File: config.mk
export PLATFORM = sky130hd
export DESIGN_NAME = multi_channel_soft_timer_unit
export DESIGN_NICKNAME = d
export VERILOG_FILES = /design/src/hw/rtl/mcst_pkg.sv /design/src/hw/rtl/mcst_fifo.sv /design/src/hw/rtl/mcst_front.sv /design/src/hw/rtl/mcst_back.sv /design/src/hw/rtl/multi_channel_soft_timer_unit.sv
export VERILOG_INCLUDE_DIRS = /design/src /design/src/hw/rtl
export SDC_FILE = /design/constraint.sdc
export NUM_CORES = 2
export LEC_CHECK = 0
export BUFFER_PORTS_ARGS = -buffer_cell sky130_fd_sc_hd__buf_2
export CORE_MARGIN = 2
export CORE_UTILIZATION = 50
export CTS_BUF_LIST = sky130_fd_sc_hd__clkbuf_8
export DETAILED_ROUTE_END_ITERATION = 8
export HOLD_SLACK_MARGIN = 0.03
export PLACE_DENSITY_LB_ADDON = 0.05
export SLEW_MARGIN = 20
export SYNTH_ARGS = -nofsm -noshare
export SYNTH_HDL_FRONTEND = slang
export SYNTH_HIERARCHICAL = 1
export SYNTH_SLANG_ARGS = --single-unit
File: constraint.sdc
create_clock -name i_clk -period 21.2 [get_ports i_clk]
set_clock_uncertainty 0.2 [all_clocks]
set_input_delay 4.24 -clock i_clk [delete_from_list [all_inputs] [get_ports i_clk]]
set_output_delay 4.24 -clock i_clk [all_outputs]
set_load 0.01 [all_outputs]
File: src/hw/rtl/assert_macros.svh
// ----------------------------------------------------------------------------
// Assertion macros
// Concurrent assertion wrappers shared by the timer unit RTL; empty when
// SYNTHESIS is defined.
// ----------------------------------------------------------------------------
`ifndef ASSERT_MACROS_SVH
`define ASSERT_MACROS_SVH
`ifndef SYNTHESIS
`define MCST_ASSERT(lbl, clk, rst_n, prop, msg) \
    lbl: assert property (@(posedge clk) disable iff (!rst_n) prop) else $error(msg);
`define MCST_NEVER(lbl, clk, rst_n, cond, msg) \
    lbl: assert property (@(posedge clk) disable iff (!rst_n) !(cond)) else $error(msg);
`else
`define MCST_ASSERT(lbl, clk, rst_n, prop, msg)
`define MCST_NEVER(lbl, clk, rst_n, cond, msg)
`endif
`endif

File: src/hw/rtl/mcst_pkg.sv
// ----------------------------------------------------------------------------
// Timer unit package
// Types, field widths and constants shared by the timer unit modules.
// ----------------------------------------------------------------------------
package mcst_pkg;

    localparam int NUM_TIMERS = 8;
    localparam int CH_W       = (NUM_TIMERS > 1) ? $clog2(NUM_TIMERS) : 1;

    localparam int FUNC_W   = 2;
    localparam int IN_CH_W  = 8;
    localparam int MS_W     = 16;
    localparam int RUNS_W   = 16;
    localparam int RATE_W   = 14;
    localparam int TICKS_W  = 20;
    localparam int OUT_CH_W = 6;

    localparam logic [FUNC_W-1:0] FUNC_TICK  = 2'd0;
    localparam logic [FUNC_W-1:0] FUNC_START = 2'd1;
    localparam logic [FUNC_W-1:0] FUNC_STOP  = 2'd2;
    localparam logic [FUNC_W-1:0] FUNC_NONE  = 2'd3;

    localparam logic [RATE_W-1:0]  RATE_RESET   = 14'd1000;
    localparam logic [RUNS_W-1:0]  RUNS_FOREVER = 16'hFFFF;
    localparam logic [RUNS_W-1:0]  RUNS_STOPPED = 16'h0000;
    localparam logic [TICKS_W-1:0] TICKS_MAX    = 20'hFFFFF;

    // floor(p / 1000) = floor((p >> 3) / 125), the latter by reciprocal multiply
    localparam int    MS_PER_SECOND = 1000;
    localparam int    PRESHIFT      = 3;
    localparam int    DIVISOR       = MS_PER_SECOND >> PRESHIFT;
    localparam int    PROD_W        = MS_W + RATE_W;
    localparam int    DIVN_W        = PROD_W - PRESHIFT;
    localparam int    RECIP_SHIFT   = DIVN_W + 7;
    localparam int    RECIP_W       = 28;
    localparam longint RECIP_L      = ((longint'(1) <<< RECIP_SHIFT) + DIVISOR - 1) / DIVISOR;
    localparam logic [RECIP_W-1:0] RECIP = RECIP_W'(RECIP_L);
    localparam int    RPROD_W       = DIVN_W + RECIP_W;
    localparam int    QUOT_W        = RPROD_W - RECIP_SHIFT;

    localparam int QUEUE_DEPTH = 4;
    localparam int QPTR_W      = $clog2(QUEUE_DEPTH);
    localparam int QCNT_W      = QPTR_W + 1;

    typedef enum logic [1:0] {
        OP_TICK,
        OP_START,
        OP_STOP
    } t_op;

    typedef struct packed {
        t_op                op;
        logic [CH_W-1:0]    ch;
        logic [TICKS_W-1:0] ticks;
        logic [RUNS_W-1:0]  runs;
    } t_cmd;

    typedef enum logic [1:0] {
        S_IDLE,
        S_WALK,
        S_FLUSH
    } t_walk_state;

endpackage

File: src/hw/rtl/mcst_fifo.sv
// ----------------------------------------------------------------------------
// Command queue
// Short queue of classified commands between the front end and the channel
// walker.
// ----------------------------------------------------------------------------
`include "assert_macros.svh"

module mcst_fifo
    import mcst_pkg::*;
(
    input  logic i_clk,
    input  logic i_rst_n,
    input  logic i_push,
    input  t_cmd i_data,
    output logic o_full,
    output logic o_valid,
    output t_cmd o_data,
    input  logic i_pop
);

    t_cmd              r_mem [QUEUE_DEPTH];
    logic [QPTR_W-1:0] r_wr_ptr;
    logic [QPTR_W-1:0] r_rd_ptr;
    logic [QCNT_W-1:0] r_count;
    logic [QPTR_W-1:0] n_wr_ptr;
    logic [QPTR_W-1:0] n_rd_ptr;
    logic [QCNT_W-1:0] n_count;
    logic              do_push;
    logic              do_pop;

    assign o_full  = (r_count == QCNT_W'(QUEUE_DEPTH));
    assign o_valid = (r_count != '0);
    assign o_data  = r_mem[r_rd_ptr];
    assign do_push = i_push && !o_full;
    assign do_pop  = i_pop && o_valid;

    always_comb begin
        n_wr_ptr = r_wr_ptr;
        n_rd_ptr = r_rd_ptr;
        n_count  = r_count;
        if (do_push) begin
            n_wr_ptr = (r_wr_ptr == QPTR_W'(QUEUE_DEPTH - 1)) ? '0 : r_wr_ptr + 1'b1;
        end
        if (do_pop) begin
            n_rd_ptr = (r_rd_ptr == QPTR_W'(QUEUE_DEPTH - 1)) ? '0 : r_rd_ptr + 1'b1;
        end
        if (do_push && !do_pop) begin
            n_count = r_count + 1'b1;
        end else if (do_pop && !do_push) begin
            n_count = r_count - 1'b1;
        end
    end

    always_ff @(posedge i_clk) begin
        if (!i_rst_n) begin
            r_wr_ptr <= '0;
            r_rd_ptr <= '0;
            r_count  <= '0;
        end else begin
            r_wr_ptr <= n_wr_ptr;
            r_rd_ptr <= n_rd_ptr;
            r_count  <= n_count;
        end
    end

    always_ff @(posedge i_clk) begin
        if (do_push) begin
            r_mem[r_wr_ptr] <= i_data;
        end
    end

    `MCST_ASSERT(a_count_bound, i_clk, i_rst_n, r_count <= QCNT_W'(QUEUE_DEPTH), "queue count overflow")
    `MCST_ASSERT(a_empty_ptrs, i_clk, i_rst_n, (r_count == '0) |-> (r_wr_ptr == r_rd_ptr), "queue pointers disagree when empty")
    `MCST_NEVER(a_push_full, i_clk, i_rst_n, i_push && o_full, "push into full queue")

endmodule

File: src/hw/rtl/mcst_front.sv
// ----------------------------------------------------------------------------
// Command front end
// Accepts input transactions, classifies them, converts the period from
// milliseconds to ticks and pushes kept commands into the queue.
// ----------------------------------------------------------------------------
module mcst_front
    import mcst_pkg::*;
(
    input  logic                i_clk,
    input  logic                i_rst_n,
    input  logic                i_cfg_we,
    input  logic [RATE_W-1:0]   i_cfg_wdata,
    input  logic                i_in_valid,
    output logic                o_in_ready,
    input  logic [FUNC_W-1:0]   i_func,
    input  logic [IN_CH_W-1:0]  i_channel,
    input  logic [MS_W-1:0]     i_period_ms,
    input  logic [RUNS_W-1:0]   i_run_count,
    output logic                o_push,
    output t_cmd                o_cmd,
    input  logic                i_q_full
);

    logic [RATE_W-1:0]  r_rate;

    logic               r_a_valid;
    logic               r_a_keep;
    t_op                r_a_op;
    logic [CH_W-1:0]    r_a_ch;
    logic [RUNS_W-1:0]  r_a_runs;
    logic [PROD_W-1:0]  r_a_prod;

    logic               r_b_valid;
    logic               r_b_keep;
    t_op                r_b_op;
    logic [CH_W-1:0]    r_b_ch;
    logic [RUNS_W-1:0]  r_b_runs;
    logic [QUOT_W-1:0]  r_b_quot;

    logic               accept;
    logic               adv_a;
    logic               adv_b;
    logic               in_range;
    logic               a_keep;
    t_op                a_op;
    logic [RPROD_W-1:0] recip_prod;

    assign adv_b      = !r_b_valid || !r_b_keep || !i_q_full;
    assign adv_a      = !r_a_valid || adv_b;
    assign o_in_ready = adv_a;
    assign accept     = i_in_valid && o_in_ready;
    assign in_range   = (i_channel < IN_CH_W'(NUM_TIMERS));

    // drop unused codes, and start or stop commands on out-of-range channels, here
    always_comb begin
        a_op   = OP_TICK;
        a_keep = 1'b0;
        unique case (i_func)
            FUNC_TICK: begin
                a_op   = OP_TICK;
                a_keep = 1'b1;
            end
            FUNC_START: begin
                a_op   = OP_START;
                a_keep = in_range;
            end
            FUNC_STOP: begin
                a_op   = OP_STOP;
                a_keep = in_range;
            end
            FUNC_NONE: begin
                a_keep = 1'b0;
            end
        endcase
    end

    assign recip_prod = RPROD_W'(r_a_prod[PROD_W-1:PRESHIFT]) * RPROD_W'(RECIP);

    always_ff @(posedge i_clk) begin
        if (!i_rst_n) begin
            r_rate    <= RATE_RESET;
            r_a_valid <= 1'b0;
            r_b_valid <= 1'b0;
        end else begin
            if (i_cfg_we) begin
                r_rate <= i_cfg_wdata;
            end
            if (adv_a) begin
                r_a_valid <= accept;
            end
            if (adv_b) begin
                r_b_valid <= r_a_valid;
            end
        end
    end

    always_ff @(posedge i_clk) begin
        if (adv_a && accept) begin
            r_a_keep <= a_keep;
            r_a_op   <= a_op;
            r_a_ch   <= CH_W'(i_channel);
            r_a_runs <= i_run_count;
            r_a_prod <= PROD_W'(i_period_ms) * PROD_W'(r_rate);
        end
        if (adv_b && r_a_valid) begin
            r_b_keep <= r_a_keep;
            r_b_op   <= r_a_op;
            r_b_ch   <= r_a_ch;
            r_b_runs <= r_a_runs;
            r_b_quot <= recip_prod[RECIP_SHIFT +: QUOT_W];
        end
    end

    assign o_push   = r_b_valid && r_b_keep && !i_q_full;
    assign o_cmd.op = r_b_op;
    assign o_cmd.ch = r_b_ch;
    // saturate long periods
    assign o_cmd.ticks = (r_b_quot > QUOT_W'(TICKS_MAX)) ? TICKS_MAX : r_b_quot[TICKS_W-1:0];
    assign o_cmd.runs  = r_b_runs;

endmodule

File: src/hw/rtl/mcst_back.sv
// ----------------------------------------------------------------------------
// Channel walker
// Holds the per-channel state, applies start and stop commands and walks
// all channels on a tick, emitting one result per fired channel.
// ----------------------------------------------------------------------------
`include "assert_macros.svh"

module mcst_back
    import mcst_pkg::*;
(
    input  logic                i_clk,
    input  logic                i_rst_n,
    input  logic                i_cmd_valid,
    input  t_cmd                i_cmd,
    output logic                o_cmd_pop,
    output logic                o_out_valid,
    input  logic                i_out_ready,
    output logic [OUT_CH_W-1:0] o_fired_channel,
    output logic [RUNS_W-1:0]   o_runs_left,
    output logic                o_last
);

    logic [TICKS_W-1:0] r_rem_mem  [NUM_TIMERS];
    logic [TICKS_W-1:0] r_rel_mem  [NUM_TIMERS];
    logic [RUNS_W-1:0]  r_runs_mem [NUM_TIMERS];
    logic               r_vld      [NUM_TIMERS];

    logic [TICKS_W-1:0] r_rd_rem;
    logic [TICKS_W-1:0] r_rd_rel;
    logic [RUNS_W-1:0]  r_rd_runs;
    logic               r_rd_vld;

    t_walk_state        r_state;
    t_walk_state        n_state;
    logic [CH_W-1:0]    r_idx;
    logic [CH_W-1:0]    n_idx;
    logic               r_pend_valid;
    logic               n_pend_valid;
    logic [CH_W-1:0]    r_pend_ch;
    logic [CH_W-1:0]    n_pend_ch;
    logic [RUNS_W-1:0]  r_pend_runs;
    logic [RUNS_W-1:0]  n_pend_runs;
    logic               r_out_valid;
    logic               n_out_valid;
    logic [CH_W-1:0]    r_out_ch;
    logic [CH_W-1:0]    n_out_ch;
    logic [RUNS_W-1:0]  r_out_runs;
    logic [RUNS_W-1:0]  n_out_runs;
    logic               r_out_last;
    logic               n_out_last;

    logic [CH_W-1:0]    rd_addr;
    logic [CH_W-1:0]    wr_addr;
    logic               rem_we;
    logic [TICKS_W-1:0] rem_wdata;
    logic               rel_we;
    logic               runs_we;
    logic [RUNS_W-1:0]  runs_wdata;

    logic               out_free;
    logic [RUNS_W-1:0]  d_runs;
    logic               ch_active;
    logic               ch_fire;
    logic [RUNS_W-1:0]  runs_next;
    logic               is_last_ch;
    logic               stall;

    assign out_free   = !r_out_valid || i_out_ready;
    assign d_runs     = r_rd_vld ? r_rd_runs : RUNS_STOPPED;
    assign ch_active  = (d_runs != RUNS_STOPPED);
    assign ch_fire    = ch_active && (r_rd_rem == '0);
    assign runs_next  = (d_runs == RUNS_FOREVER) ? d_runs : d_runs - 1'b1;
    assign is_last_ch = (r_idx == CH_W'(NUM_TIMERS - 1));
    // a second firing needs the held result moved out first
    assign stall      = ch_fire && r_pend_valid && !out_free;

    always_comb begin
        n_state      = r_state;
        n_idx        = r_idx;
        n_pend_valid = r_pend_valid;
        n_pend_ch    = r_pend_ch;
        n_pend_runs  = r_pend_runs;
        n_out_valid  = r_out_valid && !i_out_ready;
        n_out_ch     = r_out_ch;
        n_out_runs   = r_out_runs;
        n_out_last   = r_out_last;
        o_cmd_pop    = 1'b0;
        rd_addr      = r_idx;
        wr_addr      = r_idx;
        rem_we       = 1'b0;
        rem_wdata    = r_rd_rel;
        rel_we       = 1'b0;
        runs_we      = 1'b0;
        runs_wdata   = runs_next;
        unique case (r_state)
            S_IDLE: begin
                rd_addr = '0;
                wr_addr = i_cmd.ch;
                if (i_cmd_valid) begin
                    o_cmd_pop = 1'b1;
                    unique case (i_cmd.op)
                        OP_START: begin
                            rem_we     = 1'b1;
                            rem_wdata  = i_cmd.ticks;
                            rel_we     = 1'b1;
                            runs_we    = 1'b1;
                            runs_wdata = i_cmd.runs;
                        end
                        OP_STOP: begin
                            runs_we    = 1'b1;
                            runs_wdata = RUNS_STOPPED;
                        end
                        OP_TICK: begin
                            n_idx   = '0;
                            n_state = S_WALK;
                        end
                        default: begin
                            n_state = S_IDLE;
                        end
                    endcase
                end
            end
            S_WALK: begin
                if (!stall) begin
                    if (ch_fire) begin
                        rem_we       = 1'b1;
                        rem_wdata    = r_rd_rel;
                        runs_we      = 1'b1;
                        runs_wdata   = runs_next;
                        if (r_pend_valid) begin
                            n_out_valid = 1'b1;
                            n_out_ch    = r_pend_ch;
                            n_out_runs  = r_pend_runs;
                            n_out_last  = 1'b0;
                        end
                        n_pend_valid = 1'b1;
                        n_pend_ch    = r_idx;
                        n_pend_runs  = runs_next;
                    end else if (ch_active) begin
                        rem_we    = 1'b1;
                        rem_wdata = r_rd_rem - 1'b1;
                    end
                    if (is_last_ch) begin
                        n_state = S_FLUSH;
                    end else begin
                        n_idx   = r_idx + 1'b1;
                        rd_addr = r_idx + 1'b1;
                    end
                end
            end
            S_FLUSH: begin
                if (!r_pend_valid) begin
                    n_state = S_IDLE;
                end else if (out_free) begin
                    n_out_valid  = 1'b1;
                    n_out_ch     = r_pend_ch;
                    n_out_runs   = r_pend_runs;
                    n_out_last   = 1'b1;
                    n_pend_valid = 1'b0;
                    n_state      = S_IDLE;
                end
            end
            default: begin
                n_state = S_IDLE;
            end
        endcase
    end

    always_ff @(posedge i_clk) begin
        if (!i_rst_n) begin
            r_state      <= S_IDLE;
            r_idx        <= '0;
            r_pend_valid <= 1'b0;
            r_out_valid  <= 1'b0;
            for (int i = 0; i < NUM_TIMERS; i++) begin
                r_vld[i] <= 1'b0;
            end
        end else begin
            r_state      <= n_state;
            r_idx        <= n_idx;
            r_pend_valid <= n_pend_valid;
            r_out_valid  <= n_out_valid;
            if (runs_we) begin
                r_vld[wr_addr] <= 1'b1;
            end
        end
    end

    always_ff @(posedge i_clk) begin
        r_pend_ch   <= n_pend_ch;
        r_pend_runs <= n_pend_runs;
        r_out_ch    <= n_out_ch;
        r_out_runs  <= n_out_runs;
        r_out_last  <= n_out_last;
    end

    // channel state memories, registered read
    always_ff @(posedge i_clk) begin
        if (rem_we) begin
            r_rem_mem[wr_addr] <= rem_wdata;
        end
        if (rel_we) begin
            r_rel_mem[wr_addr] <= i_cmd.ticks;
        end
        if (runs_we) begin
            r_runs_mem[wr_addr] <= runs_wdata;
        end
        r_rd_rem  <= r_rem_mem[rd_addr];
        r_rd_rel  <= r_rel_mem[rd_addr];
        r_rd_runs <= r_runs_mem[rd_addr];
        r_rd_vld  <= r_vld[rd_addr];
    end

    assign o_out_valid     = r_out_valid;
    assign o_fired_channel = OUT_CH_W'(r_out_ch);
    assign o_runs_left     = r_out_runs;
    assign o_last          = r_out_last;

    `MCST_ASSERT(a_idle_no_pend, i_clk, i_rst_n, (r_state == S_IDLE) |-> !r_pend_valid, "held result left over after a tick")
    `MCST_ASSERT(a_out_ch_range, i_clk, i_rst_n, r_out_valid |-> (r_out_ch <= CH_W'(NUM_TIMERS - 1)), "fired channel out of range")
    `MCST_ASSERT(a_flush_entry, i_clk, i_rst_n, (r_state == S_FLUSH) |-> ($past(r_state) == S_WALK || $past(r_state) == S_FLUSH), "flush entered without a walk")

endmodule

File: src/hw/rtl/multi_channel_soft_timer_unit.sv
// ----------------------------------------------------------------------------
// Multi-channel soft timer unit
// Bank of timer channels started, stopped and advanced by input
// transactions; each tick reports the channels that fire.
// ----------------------------------------------------------------------------
// A start or stop transaction passes front-end stages A and B and the queue
// before the channel walker applies it in its idle state; the front end
// converts the period to ticks by two pipelined multiplies. A tick is a pop,
// a walk over the channels one at a time, as set by the single read port of
// the channel state memories, and a flush step that releases the final result;
// the walker holds while a firing or the final result waits on a busy output.
// A four-entry queue lets the front end keep taking transactions while the
// walker is busy. Reset stops every channel at once through per-channel
// valid bits; there is no clearing pass.
module multi_channel_soft_timer_unit
    import mcst_pkg::*;
(
    input  logic                i_clk,
    input  logic                i_rst_n,
    input  logic                i_cfg_we,
    input  logic [RATE_W-1:0]   i_cfg_wdata,
    input  logic                i_in_valid,
    output logic                o_in_ready,
    input  logic [FUNC_W-1:0]   i_func,
    input  logic [IN_CH_W-1:0]  i_channel,
    input  logic [MS_W-1:0]     i_period_ms,
    input  logic [RUNS_W-1:0]   i_run_count,
    output logic                o_out_valid,
    input  logic                i_out_ready,
    output logic [OUT_CH_W-1:0] o_fired_channel,
    output logic [RUNS_W-1:0]   o_runs_left,
    output logic                o_last
);

    logic push;
    t_cmd push_cmd;
    logic q_full;
    logic q_valid;
    t_cmd q_cmd;
    logic q_pop;

    mcst_front u_front (
        .i_clk       (i_clk),
        .i_rst_n     (i_rst_n),
        .i_cfg_we    (i_cfg_we),
        .i_cfg_wdata (i_cfg_wdata),
        .i_in_valid  (i_in_valid),
        .o_in_ready  (o_in_ready),
        .i_func      (i_func),
        .i_channel   (i_channel),
        .i_period_ms (i_period_ms),
        .i_run_count (i_run_count),
        .o_push      (push),
        .o_cmd       (push_cmd),
        .i_q_full    (q_full)
    );

    mcst_fifo u_fifo (
        .i_clk   (i_clk),
        .i_rst_n (i_rst_n),
        .i_push  (push),
        .i_data  (push_cmd),
        .o_full  (q_full),
        .o_valid (q_valid),
        .o_data  (q_cmd),
        .i_pop   (q_pop)
    );

    mcst_back u_back (
        .i_clk           (i_clk),
        .i_rst_n         (i_rst_n),
        .i_cmd_valid     (q_valid),
        .i_cmd           (q_cmd),
        .o_cmd_pop       (q_pop),
        .o_out_valid     (o_out_valid),
        .i_out_ready     (i_out_ready),
        .o_fired_channel (o_fired_channel),
        .o_runs_left     (o_runs_left),
        .o_last          (o_last)
    );

endmodule
==> flow_metrics.py <==
metrics = {
    "timing": {
        "final_period_minus_worst_setup_slack_ns": 9.81,
        "unrepaired_setup_endpoints_after_global_routing": "false",
        "hold_viol": 0,
        "tightestPinTransition_ns": 1.12,
        "post-route-period-util": 0.463,
        "setup_tns_ns": 0,
        "report.final.setup_viol": 0,
        "final_max_slew_viol_count": 0,
        "max_clock_freq_mhz": 102,
        "fin_ws_ns": 11.39,
        "max_slew_margin": 0.247,
    },
    "place": {
        "worst_setup_slack_after_placement_ns": 10.58,
        "gp_congestion": 0.897,
        "total_instance_count_after_detailed_placement": 5311,
        "dp_hpwl_microns": 84200,
        "io_buffer_count": 82,
    },
    "worst_setup_path": {
        "worst_path_largest_cell_delay_ns": 0.60,
        "worstPathMaxFanout": 14,
        "critPathRequiredTime_ns": 21.53,
        "critical-path-top-cell-by-count": "fa_1",
        "master_of_the_slowest_instance_on_the_critical_path": "a2111oi_0",
        "cp_data_arrival_time_ns": 10.14,
        "critPathKind": "in -> reg",
        "path_cells": "buf_2 > and2_1 > fa_1 > inv_1 > fa_1 > inv_1 > fa_1 > fa_1 > fa_1 > inv_1 > fa_1 > inv_1 > ha_1 > and3_1 > a221o_1 > o21bai_1 > a21oi_1 > a2111oi_0 > o31ai_1 > a21oi_1 > xnor2_1",
        "end_kind": "flip-flop",
        "cp-start-kind": "primary input",
    },
    "floorplan": {
        "io_pins": 86,
        "core_sq_um": 102000,
        "fp.dieArea_sq_um": 106000,
        "rows": 117,
        "die_w_microns": 325,
        "start_util": 0.505,
        "die_y_microns": 325,
    },
    "route": {
        "routed_wire_length_per_instance_microns": 23.0,
        "drtPass1Iterations": 6,
        "initialDrtViolationCount": 2216,
        "finalWirelength_microns": 128000,
        "drcViolationCount": 0,
        "drtAntennaViolNets": 0,
        "routed-via-count": 31800,
        "route.detailed.vias_per_inst": 5.71,
    },
    "global_routing": {
        "grt_first_pass_wirelength_microns": 200000,
        "vias_in_the_first_global_route": 33300,
        "grt_max_degree": 231,
        "global_routing_usage_summed_across_all_routing_layers": 0.246,
        "grt.overflow.total": 0,
        "antenna_found_initial": 1,
    },
    "finish": {
        "final_standard_cell_utilization_of_the_core": 0.547,
        "fin_nets": 4934,
        "stdcell_count": 5570,
        "drive_gt1_frac": 0.102,
        "filler_cell_count": 8807,
        "synthToLayoutAreaGrowth_pct": 8.15,
    },
    "clock_tree": {
        "clock_path_buffers": 3,
        "cts-buffers-inserted": 141,
        "post_cts_resize_count": 0,
        "cts.sink_count": 840,
        "cts-hold-fix-buffers": 0,
        "clock_insertion_delay_worst_skew_ns": 0.80,
        "root_buffer": "clkbuf_8",
        "post-cts-setup-buffer-count": 0,
        "clock_slew_at_reported_path_ffs_ns": 0.06,
        "cts_htree_levels": 4,
        "cts_tree": "built",
    },
    "yosys": {
        "synth_enable_flop_cells": 743,
        "instance_count_of_the_mapped_netlist": 4038,
        "seq_area_frac_synth": 0.470,
        "synth_seq_cells": 840,
        "synth_top_flop_cell": "edfxtp_1",
        "synthesis.area_sq_um": 51600,
        "synthArstFlopShare": 0,
        "post_synth.cell_area_avg_sq_um": 12.8,
        "yosysWarningCount": 6,
        "count_of_unique_library_cells_instantiated_by_yosys": 90,
    },
    "flow_run": {
        "cap_viol_max_count": 0,
    },
    "outcome": {
        "outcome": "completed",
    },
    "worst_hold_path": {
        "hold_class": "reg -> reg",
    },
}
-- worst paths after layout --
path | to | startpoint | cells past startpoint | slack [ns]
min | u_front/r_b_runs[7] | u_front/r_a_runs[7] | 0 | 0.21
max | u_front/r_a_prod[29] | i_period_ms[5] | 21 | 11.39
min reg2reg | u_front/r_b_runs[7] | u_front/r_a_runs[7] | 0 | 0.21
max reg2reg | u_front/r_b_quot[14] | u_front/r_a_prod[28] | 20 | 14.08
-- per-stage QoR --
step,instance area [sq um],hold slack (ns)
4_1_cts,55800,0.216
3_5_place_dp,53100,0.205
5_1_grt,55800,0.228
6_report,55800,0.214
2_1_floorplan,51600,0.200
3_3_place_gp,53100,0.203
-- registers in the layout, summed over array words and instances, names as in the netlist, 3 cells and up, named ones only --
signal / cells
u_back/r_rel_mem: 160
u_fifo/r_count: 3
u_fifo/r_mem: 164
u_front/r_b_runs: 16
u_back/r_pend_runs: 16
u_back/r_rd_rel: 20
u_front/r_a_runs: 16
u_back/r_runs_mem: 128
u_front/r_a_ch: 3
u_front/r_rate: 14
u_front/r_b_quot: 21
u_back/r_rd_runs: 16
u_back/r_rem_mem: 160
u_back/o_runs_left: 16
u_back/r_out_ch: 3
u_back/r_rd_rem: 20
u_back/r_pend_ch: 3
u_back/r_vld: 8
u_front/r_a_prod: 27
u_front/r_b_ch: 3
u_back/r_idx: 3
-- area by class of cell --
class / count / area, sq um / area share
clock buffer: 151 / 2080 / 0.0373
sequential: 840 / 24300 / 0.435
multi-input combinational: 2345 / 24000 / 0.430
timing repair buffer: 124 / 763 / 0.0137
clock inverter: 106 / 609 / 0.0109
tap: 1368 / 1710 / 0.0307
inverter: 634 / 2380 / 0.0427
antenna: 2 / 5.00 / 0.0000897
-- routing by layer --
layer	up-vias	part of all wire	track usage
li1	14800	-	-
met1	16200	0.44	0.332
met2	663	0.50	0.413
met3	195	0.037	0.0330
met4	0	0.025	0.0759
met5	-	0	0
-- cells in the final DEF, fill, tap and decap left out, types with 18 or more instances in the layout --
cell type	instances
edfxtp_1	743
inv_1	700
ha_1	396
fa_1	391
o2111ai_1	232
nand2_1	231
or4_1	231
clkbuf_8	151
and2_1	107
dfxtp_1	95
buf_2	82
a21oi_1	81
nand4_1	68
nor2_1	62
o21ai_0	50
xnor2_1	44
mux4_2	40
buf_4	39
a21o_1	36
nand3_1	32
xor2_1	24
mux2i_1	23
or2_2	23
nor2_2	18
-- critical path, delay by kind of cell --
kind	cells	cell delay, ns
fa+ha+maj	7	3.28
compound gates	6	1.68
buf+inv	5	0.40
simple gates	2	0.44
xor+xnor	1	0.09
-- cells by family after synthesis --
| family | after synthesis | share of synthesized area |
|---|---|---|
| AOI/OAI and AO/OA | 546 | 0.0816 |
| xor gates and xnor gates | 68 | 0.0115 |
| adders and majority gates | 787 | 0.248 |
| buffers and inverters | 855 | 0.0685 |
| DFF | 840 | 0.470 |
| muxes | 68 | 0.0234 |
| other | 1 | 0.0000727 |
| and+or+nand+nor | 873 | 0.0969 |
-- cell usage after synthesis (all sizes together) (44+ instances only) --
cell	count	area (sq um)
fa	391	7830
nand4	68	425
ha	396	4950
inv	634	2380
xnor2	44	385
nand2	231	867
clkbuf	146	549
nor2	87	327
dfxtp	97	1940
or4	232	1750
o21ai	55	287
o2111ai	232	2030
a21oi	83	419
edfxtp	743	22300
buf	75	602
and2	112	701
Power is not shown: default switching activity piles up to over one toggle a cycle in this logic, so the estimate is an artifact.
